### config.mk
export PLATFORM = sky130hd
export DESIGN_NAME = relocatable_internal_ram_window
export DESIGN_NICKNAME = d
export VERILOG_FILES = /design/src/hw/rtl/rir_pkg.sv /design/src/hw/rtl/rir_ram.sv /design/src/hw/rtl/rir_store.sv /design/src/hw/rtl/relocatable_internal_ram_window.sv
export SDC_FILE = /design/constraint.sdc
export NUM_CORES = 2
export LEC_CHECK = 0
export ABC_AREA = 1
export BUFFER_PORTS_ARGS = -buffer_cell sky130_fd_sc_hd__buf_4
export CORE_MARGIN = 2
export CORE_UTILIZATION = 35
export DETAILED_ROUTE_END_ITERATION = 8
export PLACE_DENSITY = 0.53
export SYNTH_ARGS = -nofsm -noshare
export SYNTH_HDL_FRONTEND = slang
export SYNTH_SLANG_ARGS = --single-unit
export TNS_END_PERCENT = 1
### constraint.sdc
create_clock -name clk -period 14.95 [get_ports clk]
set_input_delay 0.7475 -clock clk [delete_from_list [all_inputs] [get_ports clk]]
set_output_delay 0.7475 -clock clk [all_outputs]
set_load 0.01 [all_outputs]
### src/hw/rtl/rir_pkg.sv
// ----------------------------------------------------------------------------
// Relocatable internal RAM window: package
// Types and fixed constants shared by the window decoder and its store.
// ----------------------------------------------------------------------------
package rir_pkg;

	localparam int AREA_SIZE = 256;
	localparam int IDX_W     = $clog2(AREA_SIZE);
	localparam int BANKS     = 8;
	localparam int BANK_W    = $clog2(BANKS);
	localparam int ROW_W     = IDX_W - BANK_W;
	localparam int ROWS      = AREA_SIZE / BANKS;
	localparam int ADDR_W    = 20;
	localparam int PAGE_SHIFT = 12;
	localparam int DATA_W    = 64;

	localparam logic [ADDR_W-1:0] BASE_PORT     = 20'hFFFFF;
	localparam logic [3:0]        WINDOW_NIBBLE = 4'hF;
	localparam logic [IDX_W-1:0]  BASE_INDEX    = 8'hFF;

	localparam logic [1:0] ROUTE_AREA = 2'd0;
	localparam logic [1:0] ROUTE_BASE = 2'd1;
	localparam logic [1:0] ROUTE_HOLE = 2'd2;
	localparam logic [1:0] ROUTE_BUS  = 2'd3;

	localparam logic [1:0] SIZE_BYTE  = 2'd0;
	localparam logic [1:0] SIZE_WORD  = 2'd1;
	localparam logic [1:0] SIZE_DWORD = 2'd2;
	localparam logic [1:0] SIZE_QWORD = 2'd3;

	localparam logic KIND_READ  = 1'b0;
	localparam logic KIND_WRITE = 1'b1;

	typedef struct packed {
		logic             re;
		logic [IDX_W-1:0] idx;
	} rd_req_t;

	typedef struct packed {
		logic             we0;
		logic [IDX_W-1:0] idx0;
		logic [7:0]       d0;
		logic             we1;
		logic [IDX_W-1:0] idx1;
		logic [7:0]       d1;
	} wr_req_t;

endpackage

### src/hw/rtl/rir_ram.sv
// ----------------------------------------------------------------------------
// Generic RAM
// One write port, one read port, read data registered.
// ----------------------------------------------------------------------------
module rir_ram #(
	parameter int WIDTH = 8,
	parameter int DEPTH = 32
) (
	input  logic                     clk,
	input  logic                     we,
	input  logic [$clog2(DEPTH)-1:0] waddr,
	input  logic [WIDTH-1:0]         wdata,
	input  logic                     re,
	input  logic [$clog2(DEPTH)-1:0] raddr,
	output logic [WIDTH-1:0]         rdata
);

	logic [WIDTH-1:0] mem [DEPTH];

	always_ff @(posedge clk) begin
		if (we) begin
			mem[waddr] <= wdata;
		end
		if (re) begin
			rdata <= mem[raddr];
		end
	end

endmodule

### src/hw/rtl/rir_store.sv
// ----------------------------------------------------------------------------
// Relocatable internal RAM window: area store
// 256 bytes interleaved over eight byte banks, so eight consecutive bytes
// (wrapping) are read together. Per-byte valid bits give the 0xFF reset.
// ----------------------------------------------------------------------------
module rir_store (
	input  logic                                   clk,
	input  logic                                   arst_n,
	input  rir_pkg::rd_req_t                       rd,
	input  rir_pkg::wr_req_t                       wr,
	output logic [rir_pkg::BANKS-1:0][7:0]         lanes
);

	logic [rir_pkg::AREA_SIZE-1:0]      valid_q;
	logic [rir_pkg::IDX_W-1:0]          rd_idx_s1;
	logic [rir_pkg::BANKS-1:0][7:0]     bank_q;

	genvar b;
	generate
		for (b = 0; b < rir_pkg::BANKS; b++) begin : g_bank
			localparam logic [rir_pkg::BANK_W-1:0] BID = rir_pkg::BANK_W'(b);
			logic                      hit0;
			logic                      hit1;
			logic                      bwe;
			logic [rir_pkg::ROW_W-1:0] bwaddr;
			logic [7:0]                bwdata;
			logic [rir_pkg::ROW_W-1:0] braddr;

			// banks below the start lane take the next row
			assign braddr = rd.idx[rir_pkg::IDX_W-1:rir_pkg::BANK_W] +
				{{(rir_pkg::ROW_W-1){1'b0}}, (BID < rd.idx[rir_pkg::BANK_W-1:0])};

			assign hit0   = wr.we0 && (wr.idx0[rir_pkg::BANK_W-1:0] == BID);
			assign hit1   = wr.we1 && (wr.idx1[rir_pkg::BANK_W-1:0] == BID);
			assign bwe    = hit0 || hit1;
			assign bwaddr = hit1 ? wr.idx1[rir_pkg::IDX_W-1:rir_pkg::BANK_W]
			                     : wr.idx0[rir_pkg::IDX_W-1:rir_pkg::BANK_W];
			assign bwdata = hit1 ? wr.d1 : wr.d0;

			rir_ram #(
				.WIDTH(8),
				.DEPTH(rir_pkg::ROWS)
			) u_ram (
				.clk  (clk),
				.we   (bwe),
				.waddr(bwaddr),
				.wdata(bwdata),
				.re   (rd.re),
				.raddr(braddr),
				.rdata(bank_q[b])
			);
		end
	endgenerate

	always_ff @(posedge clk) begin
		if (rd.re) begin
			rd_idx_s1 <= rd.idx;
		end
	end

	always_ff @(posedge clk or negedge arst_n) begin
		if (!arst_n) begin
			valid_q <= '0;
		end else begin
			if (wr.we0) begin
				valid_q[wr.idx0] <= 1'b1;
			end
			if (wr.we1) begin
				valid_q[wr.idx1] <= 1'b1;
			end
		end
	end

	// lane k holds byte start+k
	always_comb begin
		logic [rir_pkg::IDX_W-1:0] e;
		for (int k = 0; k < rir_pkg::BANKS; k++) begin
			e = rd_idx_s1 + rir_pkg::IDX_W'(k);
			lanes[k] = valid_q[e] ? bank_q[e[rir_pkg::BANK_W-1:0]] : 8'hFF;
		end
	end

endmodule

### src/hw/rtl/relocatable_internal_ram_window.sv
// ----------------------------------------------------------------------------
// Relocatable internal RAM window: top level
// Decodes each memory access against a relocatable 256-byte internal area.
// ----------------------------------------------------------------------------
// The banked store is read in the cycle the item is accepted, and the next
// cycle merges the bytes, decodes the route and writes back. The input stalls
// while an item sits in that decode step, so a read never overlaps a pending
// write-back; by this interlock a new item is not accepted until the previous
// one has left that step. The result waits in an output register, and the next
// item is accepted as soon as that register is free or being drained. The page
// base is byte 255, held also in a register; a byte access to 0xFFFFF reads or
// writes it. Word writes and multi-byte reads wrap within the area.
// bus_attached is written through the configuration channel, which is always
// ready; the user must write it only while idle: the block does not enforce it.
module relocatable_internal_ram_window (
	input  logic                        clk,
	input  logic                        arst_n,
	input  logic                        cfg_valid,
	output logic                        cfg_ready,
	input  logic                        bus_attached,
	input  logic                        in_valid,
	output logic                        in_stall,
	input  logic                        kind,
	input  logic [1:0]                  access_size,
	input  logic [rir_pkg::ADDR_W-1:0]  address,
	input  logic [15:0]                 write_data,
	output logic                        out_valid,
	input  logic                        out_stall,
	output logic [1:0]                  route,
	output logic [rir_pkg::DATA_W-1:0]  read_data
);

	logic                              accept;
	logic                              s1_valid_q;
	logic                              kind_s1;
	logic [1:0]                        size_s1;
	logic [rir_pkg::ADDR_W-1:0]        addr_s1;
	logic [15:0]                       wdata_s1;
	logic                              bus_q;
	logic [rir_pkg::IDX_W-1:0]         base_q;
	logic                              out_valid_q;
	logic [1:0]                        route_q;
	logic [rir_pkg::DATA_W-1:0]        rdata_q;

	rir_pkg::rd_req_t                  rd;
	rir_pkg::wr_req_t                  wr;
	logic [rir_pkg::BANKS-1:0][7:0]    lanes;

	logic [rir_pkg::IDX_W-1:0]         idx;
	logic                              is_base;
	logic                              in_page;
	logic                              in_win;
	logic                              is_write;
	logic [rir_pkg::BANKS-1:0]         lane_en;
	logic [rir_pkg::DATA_W-1:0]        area_data;
	logic [rir_pkg::DATA_W-1:0]        ones_data;
	logic [1:0]                        route_d;
	logic [rir_pkg::DATA_W-1:0]        rdata_d;

	assign cfg_ready = 1'b1;
	assign in_stall  = s1_valid_q || (out_valid_q && out_stall);
	assign accept    = in_valid && !in_stall;

	assign rd.re  = accept;
	assign rd.idx = address[rir_pkg::IDX_W-1:0];

	rir_store u_store (
		.clk   (clk),
		.arst_n(arst_n),
		.rd    (rd),
		.wr    (wr),
		.lanes (lanes)
	);

	always_ff @(posedge clk) begin
		if (accept) begin
			kind_s1  <= kind;
			size_s1  <= access_size;
			addr_s1  <= address;
			wdata_s1 <= write_data;
		end
	end

	always_ff @(posedge clk or negedge arst_n) begin
		if (!arst_n) begin
			s1_valid_q <= 1'b0;
			bus_q      <= 1'b0;
		end else begin
			s1_valid_q <= accept;
			if (cfg_valid) begin
				bus_q <= bus_attached;
			end
		end
	end

	// decode
	assign idx      = addr_s1[rir_pkg::IDX_W-1:0];
	assign is_write = (kind_s1 == rir_pkg::KIND_WRITE);
	assign is_base  = (size_s1 == rir_pkg::SIZE_BYTE) && (addr_s1 == rir_pkg::BASE_PORT);
	assign in_page  = (addr_s1[rir_pkg::ADDR_W-1:rir_pkg::PAGE_SHIFT] == base_q);
	assign in_win   = (addr_s1[rir_pkg::PAGE_SHIFT-1:rir_pkg::IDX_W] == rir_pkg::WINDOW_NIBBLE);

	always_comb begin
		unique case (size_s1)
			rir_pkg::SIZE_BYTE:  lane_en = 8'h01;
			rir_pkg::SIZE_WORD:  lane_en = 8'h03;
			rir_pkg::SIZE_DWORD: lane_en = 8'h0F;
			rir_pkg::SIZE_QWORD: lane_en = 8'hFF;
			default:             lane_en = 8'h00;
		endcase
	end

	// byte 255 lives in base_q
	always_comb begin
		logic [rir_pkg::IDX_W-1:0] e;
		logic [7:0]                bv;
		for (int k = 0; k < rir_pkg::BANKS; k++) begin
			e  = idx + rir_pkg::IDX_W'(k);
			bv = (e == rir_pkg::BASE_INDEX) ? base_q : lanes[k];
			area_data[k*8 +: 8] = lane_en[k] ? bv : 8'h00;
			ones_data[k*8 +: 8] = lane_en[k] ? 8'hFF : 8'h00;
		end
	end

	always_comb begin
		if (is_base) begin
			route_d = rir_pkg::ROUTE_BASE;
			rdata_d = {{(rir_pkg::DATA_W-rir_pkg::IDX_W){1'b0}}, base_q};
		end else if (in_page && in_win) begin
			route_d = rir_pkg::ROUTE_AREA;
			rdata_d = area_data;
		end else if (in_page) begin
			route_d = rir_pkg::ROUTE_HOLE;
			rdata_d = ones_data;
		end else begin
			route_d = rir_pkg::ROUTE_BUS;
			rdata_d = bus_q ? '0 : ones_data;
		end
		if (is_write) begin
			rdata_d = '0;
		end
	end

	// write-back
	always_comb begin
		wr.we0  = s1_valid_q && is_write &&
		          (is_base || (in_page && in_win &&
		           (size_s1 == rir_pkg::SIZE_BYTE || size_s1 == rir_pkg::SIZE_WORD)));
		wr.idx0 = is_base ? rir_pkg::BASE_INDEX : idx;
		wr.d0   = wdata_s1[7:0];
		wr.we1  = s1_valid_q && is_write && !is_base && in_page && in_win &&
		          (size_s1 == rir_pkg::SIZE_WORD);
		wr.idx1 = idx + rir_pkg::IDX_W'(1);
		wr.d1   = wdata_s1[15:8];
	end

	always_ff @(posedge clk or negedge arst_n) begin
		if (!arst_n) begin
			base_q <= '0;
		end else if (wr.we0 && wr.idx0 == rir_pkg::BASE_INDEX) begin
			base_q <= wr.d0;
		end else if (wr.we1 && wr.idx1 == rir_pkg::BASE_INDEX) begin
			base_q <= wr.d1;
		end
	end

	always_ff @(posedge clk or negedge arst_n) begin
		if (!arst_n) begin
			out_valid_q <= 1'b0;
		end else if (s1_valid_q) begin
			out_valid_q <= 1'b1;
		end else if (!out_stall) begin
			out_valid_q <= 1'b0;
		end
	end

	always_ff @(posedge clk) begin
		if (s1_valid_q) begin
			route_q <= route_d;
			rdata_q <= rdata_d;
		end
	end

	assign out_valid = out_valid_q;
	assign route     = route_q;
	assign read_data = rdata_q;

endmodule

======== After elaboration in Yosys (flattened, before gate mapping) ========
Memories as Yosys holds them, arrays and structs flattened. A register that Yosys moved wholly into a read port is not among the register bits.
Index checks and enable logic that the tools add are counted.
cells by class
  multiplexer cells ....................... 114
  add/subtract/negate cells ............... 22
  order comparisons ....................... 28
  eq/ne operators ......................... 30
  reduce and logical (&&, ||, !) cells .... 50
  bitwise operators ....................... 2
operators with widths
  cell                                                         count
  two-way mux 256 bit                                          2
  OR 256 bit                                                   2
  two-way mux 8 bit                                            52
  binary-select mux 8 bit (select 3 bit)                       8
  two-way mux 64 bit                                           3
  less-than comparator 8 x 9 -> 1 bit (second input constant)  10
  equality test 8 bit (second input constant)                  9
  adder 8 x 3 -> 8 bit (second input constant)                 8
  binary-select mux 1 bit (select 8 bit)                       8
  adder 5 x 1 -> 5 bit                                         8
  two-way mux 5 bit                                            8
  adder 8 x 2 -> 8 bit (second input constant)                 4
  less-than comparator 3 x 4 -> 1 bit (second input constant)  8
  one-hot mux 8 bit (4 select lines)                           1
  logical AND 1 bit                                            31
  two-way mux 1 bit                                            30
  equality test 3 bit (second input constant)                  8
  equality test 20 bit (second input constant)                 1
  adder 8 x 1 -> 8 bit (second input constant)                 2
  demux 1 bit (select 8 bit)                                   2
  >= comparator 8 x 1 -> 1 bit (second input constant)         2
  equality test 3 x 2 -> 1 bit (second input constant)         4
  less-than comparator 3 bit (first input constant)            4
  logical OR 1 bit                                             11
  other kinds (13)                                             20
word-level totals
  memories ................................ 8
  register bits after elaboration ......... 380
  logic and storage cells ................. 268
  memory bits (writable) .................. 2048
  bits of input ports ..................... 45
memory list
  memory                       depth  width  rd ports  clocked after Yosys merged registers in  wr ports  line           source
  u_store.g_bank[0].u_ram.mem  32     8      1         1                                        1         rir_ram.sv:18  logic [WIDTH-1:0] mem [DEPTH];
  u_store.g_bank[1].u_ram.mem  32     8      1         1                                        1         rir_ram.sv:18
  u_store.g_bank[2].u_ram.mem  32     8      1         1                                        1         rir_ram.sv:18
  u_store.g_bank[3].u_ram.mem  32     8      1         1                                        1         rir_ram.sv:18
  u_store.g_bank[4].u_ram.mem  32     8      1         1                                        1         rir_ram.sv:18
  u_store.g_bank[5].u_ram.mem  32     8      1         1                                        1         rir_ram.sv:18
  +2 memories                  n/a    n/a    n/a       n/a                                      n/a       n/a

======== Longest topological paths before layout ========
  depth after elaboration ................. 11
  depth in mapped cells ................... 23
  depth with buffers taken out ............ 17

======== Modules after synthesis ========
Synthesis repeated with hierarchy kept, for this count alone.
second synthesis, totals
  cell total of the unflattened synthesis .. 12476
  area total of the unflattened synthesis .. 119216.8 um2
by module, submodules not included
  module                           cells each  times used  area each (um2)
  rir_ram                          922         8           10866.7
  rir_store                        4398        1           25966.2
  relocatable_internal_ram_window  702         1           6317.3

======== Worst setup path before layout ========
Ideal clock, no wire load.
  path type ............................... register -> register
  start ................................... reg s1_valid_q
  end ..................................... reg s1_valid_q
  path slack .............................. 8.455 ns
  setup time .............................. 0.580 ns
  arrival time ............................ 5.914 ns
  data required time ...................... 14.370 ns
  stages on the path, launching flop included .. 3
  clock period less this slack ............ 6.495 ns
  path through ............................ dfrtp_1 -> a21o_1 -> nor2_1
between the ends
  cells in the longest elaborated chain, start to end .. 3
ends and longest elaborated chain
  what                      line                                   source
  start: declaration        relocatable_internal_ram_window.sv:34  logic s1_valid_q;
  start signal: assignment  relocatable_internal_ram_window.sv:89  s1_valid_q <= accept;
  logical OR 1 bit          relocatable_internal_ram_window.sv:61  assign in_stall = s1_valid_q || (out_valid_q && out_stall);
  named net in_stall        relocatable_internal_ram_window.sv:22  output logic in_stall,
  zero test 1 bit           relocatable_internal_ram_window.sv:62  assign accept = in_valid && !in_stall;
  logical AND 1 bit         relocatable_internal_ram_window.sv:62
  named net accept          relocatable_internal_ram_window.sv:33  logic accept;
The timed path passes the listed nets, and every way through them passes these cells.
A chain may end at the register's enable or synchronous reset.

======== Worst setup path after layout ========
  start ................................... reg addr_s1[1] (netlist name)
  end ..................................... reg rdata_q (netlist bit read_data[50]) (data pin)
between the ends
  cells in the longest elaborated chain, start to end .. 5
  elaborated cells on any way between the ends .. 8
  those cells by class .................... 1 x add/sub; 2 x eq/ne; 3 x mux; 2 x reduce/logical
ends and longest elaborated chain
  what                      line                                    source
  start: declaration        relocatable_internal_ram_window.sv:37   logic [rir_pkg::ADDR_W-1:0] addr_s1;
  start signal: assignment  relocatable_internal_ram_window.sv:79   addr_s1 <= address;
  adder 8 x 3 -> 8 bit      relocatable_internal_ram_window.sv:118  e = idx + rir_pkg::IDX_W'(k);
  equality test 8 bit       relocatable_internal_ram_window.sv:119  bv = (e == rir_pkg::BASE_INDEX) ? base_q : lanes[k];
  two-way mux 8 bit         relocatable_internal_ram_window.sv:119
  two-way mux 8 bit         relocatable_internal_ram_window.sv:120  area_data[k*8 +: 8] = lane_en[k] ? bv : 8'h00;
  two-way mux 64 bit        relocatable_internal_ram_window.sv:129  end else if (in_page && in_win) begin
  end signal: assignment    relocatable_internal_ram_window.sv:180  rdata_q <= rdata_d;
  end: declaration          relocatable_internal_ram_window.sv:43   logic [rir_pkg::DATA_W-1:0] rdata_q;
Parallel ways exist; a longest one is shown, timed or not.

==> flow_metrics.py <==
metrics = {
    "setup_path": {
        "cp_max_fo": 105,
        "worstPathArrival_ns": 7.01,
        "cp.required_ns": 15.69,
        "crit_type": "reg2reg",
        "cp-start-kind": "flop",
        "end_kind": "flop",
    },
    "cts": {
        "numCtsBuffers": 277,
        "clock_sinks": 2484,
        "cts_tree": "done",
        "h-tree-depth": 5,
        "clk_pin_slew_worst_paths_ns": 0.06,
        "clkLatencyLatePin_ns": 0.92,
        "clockBufferDepth": 4,
        "cts_root_buffer": "clkbuf_16",
    },
    "pwr": {
        "peakVddDrop_mv": 0.104,
        "power.leakage_nw": 45.8,
        "power.density_nw_per_um2": 129,
        "p_total_w": 0.0167,
    },
    "timing": {
        "clock.fmax_mhz": 160,
        "setup_slack_ns": 8.69,
        "rsz0062_at_grt": "false",
        "setup_violations": 0,
        "hold_viol": 0,
        "fin_crit_sh_pct": 41.9,
        "fin_skew_ns": 0.0821,
        "finalSetupTns_ns": 0,
        "maxSlewViolCount": 33,
        "min_period_ns": 6.26,
        "fin_hold_ws_ns": 0.0613,
        "relSlewSlack_pct": -5.12,
        "worst_pin_slew_ns": 1.57,
    },
    "detailed_routing": {
        "met2_length_mm": 196,
        "wl_mm": 431,
        "top_layer": "met5",
        "vias": 89400,
        "wl_met3_mm": 37.2,
        "post-route-drc-count": 0,
        "dr.pass1.iters": 7,
        "drt-met1-wl_mm": 173,
        "ant_nets": 0,
        "vias_per_cell": 5.84,
        "wl_per_cell_um": 28.2,
        "drt_iter0_drc": 11600,
    },
    "global_routing": {
        "antenna_found_initial": 14,
        "grt_pass1_wl_mm": 613,
        "overflow": 0,
        "grtUsageTotal_pct": 25.1,
        "grt_max_degree": 130,
        "grt_pass1_vias": 84600,
    },
    "floorplanning": {
        "dieArea_um2": 332000,
        "die_h_um": 576,
        "core_um2": 327000,
        "io_pins": 114,
        "floorplan.initialDensity_pct": 35.1,
        "die_w_um": 576,
        "placementRows": 210,
    },
    "flow_run": {
        "maxCapViolCount": 3,
    },
    "synthesis": {
        "synthDistinctLibCells": 52,
        "syn_area_um2": 115000,
        "ys_seq_area_share_pct": 63.9,
        "synth_warnings": 0,
        "synth_cells": 10900,
        "syn_nets": 10900,
        "ys_async_sr_fraction_pct": 10.7,
        "ys_seq_elements": 2484,
        "synth_edf_count": 2217,
        "synth.avg_cell_area_um2": 10.6,
        "synth_ff_type": "edfxtp_1",
    },
    "placement": {
        "place_congestion": 1.02,
        "place_ws_ns": 9.00,
        "portBuffers": 112,
        "place_area_um2": 120000,
        "dp_hpwl_mm": 283,
    },
    "run_status": {
        "status": "finished with violations",
        "violations": "max-capacitance violations, max-slew violations",
    },
    "layout": {
        "final_area_um2": 129000,
        "layout.nets": 10800,
        "drive_gt1_share_pct": 8.49,
        "fillCellCount": 31400,
        "syn_to_final_growth_pct": 12.7,
    },
    "min_path": {
        "min-delay-path-class": "in2reg",
    },
}
cells in the mapped netlist, types with 30 or more instances:
cell type / count / share of area, %
inv_1: 302 / 0.99
o21ai_0: 922 / 4.0
clkbuf_1: 486 / 1.6
nor2_1: 1446 / 4.7
mux2i_1: 321 / 2.8
o21ai_1: 34 / 0.15
inv_2: 30 / 0.098
o221ai_1: 395 / 3.0
nand3_1: 1375 / 6.0
xor2_1: 42 / 0.32
buf_1: 116 / 0.38
o22ai_1: 41 / 0.22
edfxtp_1: 2217 / 58
buf_2: 105 / 0.46
dfrtp_1: 267 / 5.8
nand2_1: 1951 / 6.4
o32ai_1: 127 / 0.97
a31oi_1: 93 / 0.51
o211ai_1: 86 / 0.56
a21oi_1: 305 / 1.3
through the flow:
stage               instances  utilization [%]
global route            15300             39.6
global placement        14800             36.8
floorplan               10900                -
CTS                     15300             39.6
finish                  15300             39.6
detailed placement      14800             36.8
power breakdown:
part	total, W	leakage [nW]	internal [W]	switching, W
Sequential	0.00772	23.7	0.00765	0.0000696
Combinational	0.00219	17.8	0.000542	0.00165
Clock	0.00676	4.28	0.00387	0.00290
Total	0.0167	45.8	0.0121	0.00461
layout by cell type (no fill, tap or decap), types with 93 or more instances in the layout:
cell type,synthesis,layout
nand3_1,1375,1373
edfxtp_1,2217,2217
dfrtp_1,267,266
mux2i_1,321,321
clkbuf_16,0,281
nor2_1,1446,1434
nand2_1,1951,1942
o32ai_1,127,127
a21oi_1,305,305
buf_4,12,310
inv_1,302,296
a31oi_1,93,93
o221ai_1,395,395
o21ai_0,922,858
routing by layer:
metal  GRT usage (%)  vias up
met2            39.6     4691
met1            33.3    44600
met4            12.9        4
met5               0        -
met3            4.28     1027
li1                -    39100
state kept, by name (all words and copies together) (netlist names):
register and cells:
u_store.valid_q 256, is_write 1, s1_valid_q 1, bus_q 1, size_s1 2, u_store.g_bank.u_ram.mem 2048
wdata_s1 16, addr_s1 20, u_store.g_bank.u_ram.rdata 64, base_q 8, out_valid 1, read_data 64
route 2
worst max-delay path, cell delays in order, from the launching register on:
cell and delay [ns]:
edfxtp_1 0.37, buf_4 0.31, inv_6 0.61, buf_4 0.68, ha_2 0.58, inv_2 0.49
buf_4 0.60, nor2_2 0.08, buf_4 0.29, nand3_1 0.14, nand3_1 0.09, nand2_1 0.16
nand3_1 0.28, nand2_1 0.22, nand3_1 0.37, nand3_1 0.25, nand2_1 0.07, a21oi_1 0.12
cells by family after synthesis:
| kind of cell | count (synthesis) | share of synthesized area [%] |
|---|---|---|
| buf+inv | 1068 | 3.68 |
| flops | 2484 | 63.9 |
| other cells | 1 | 0.00327 |
| compound gates | 2036 | 11.0 |
| mux | 321 | 2.80 |
| fa+ha+maj | 27 | 0.295 |
| simple gates | 4869 | 17.9 |
| xor+xnor | 53 | 0.431 |
worst paths after layout:
path	startpoint	endpoint	slack (ns)	cells past startpoint
worst max-delay path	addr_s1[1]	read_data[50]	8.69	17
worst min-delay path	out_stall	out_valid	0.06	2
worst max register to register	addr_s1[1]	read_data[50]	8.69	17
worst min register to register	u_store.valid_q[56]	u_store.valid_q[56]	0.50	2
max in group asynchronous	arst_n	u_store.valid_q[178]	12.33	4
min in group asynchronous	arst_n	u_store.valid_q[210]	0.48	2
layout make-up:
| type | instances | area [um2] | share of cell area [%] |
|---|---|---|---|
| Sequential cell | 2484 | 73300 | 56.6 |
| Multi-Input combinational cell | 7307 | 37900 | 29.3 |
| Clock buffer | 344 | 7320 | 5.66 |
| Tap cell | 4346 | 5440 | 4.20 |
| Timing Repair Buffer | 327 | 2510 | 1.94 |
| Clock inverter | 146 | 1520 | 1.17 |
| Inverter | 345 | 1310 | 1.02 |
| Antenna cell | 6 | 15.0 | 0.0116 |
timing repair:
item | in CTS | in global routing
hold endpoints to repair | 88 | 0
setup buffers | 0 | 0
hold buffers | 14 | 0
gates resized for setup | 0 | 0
No activity file was read; power rests on OpenSTA's default activity.
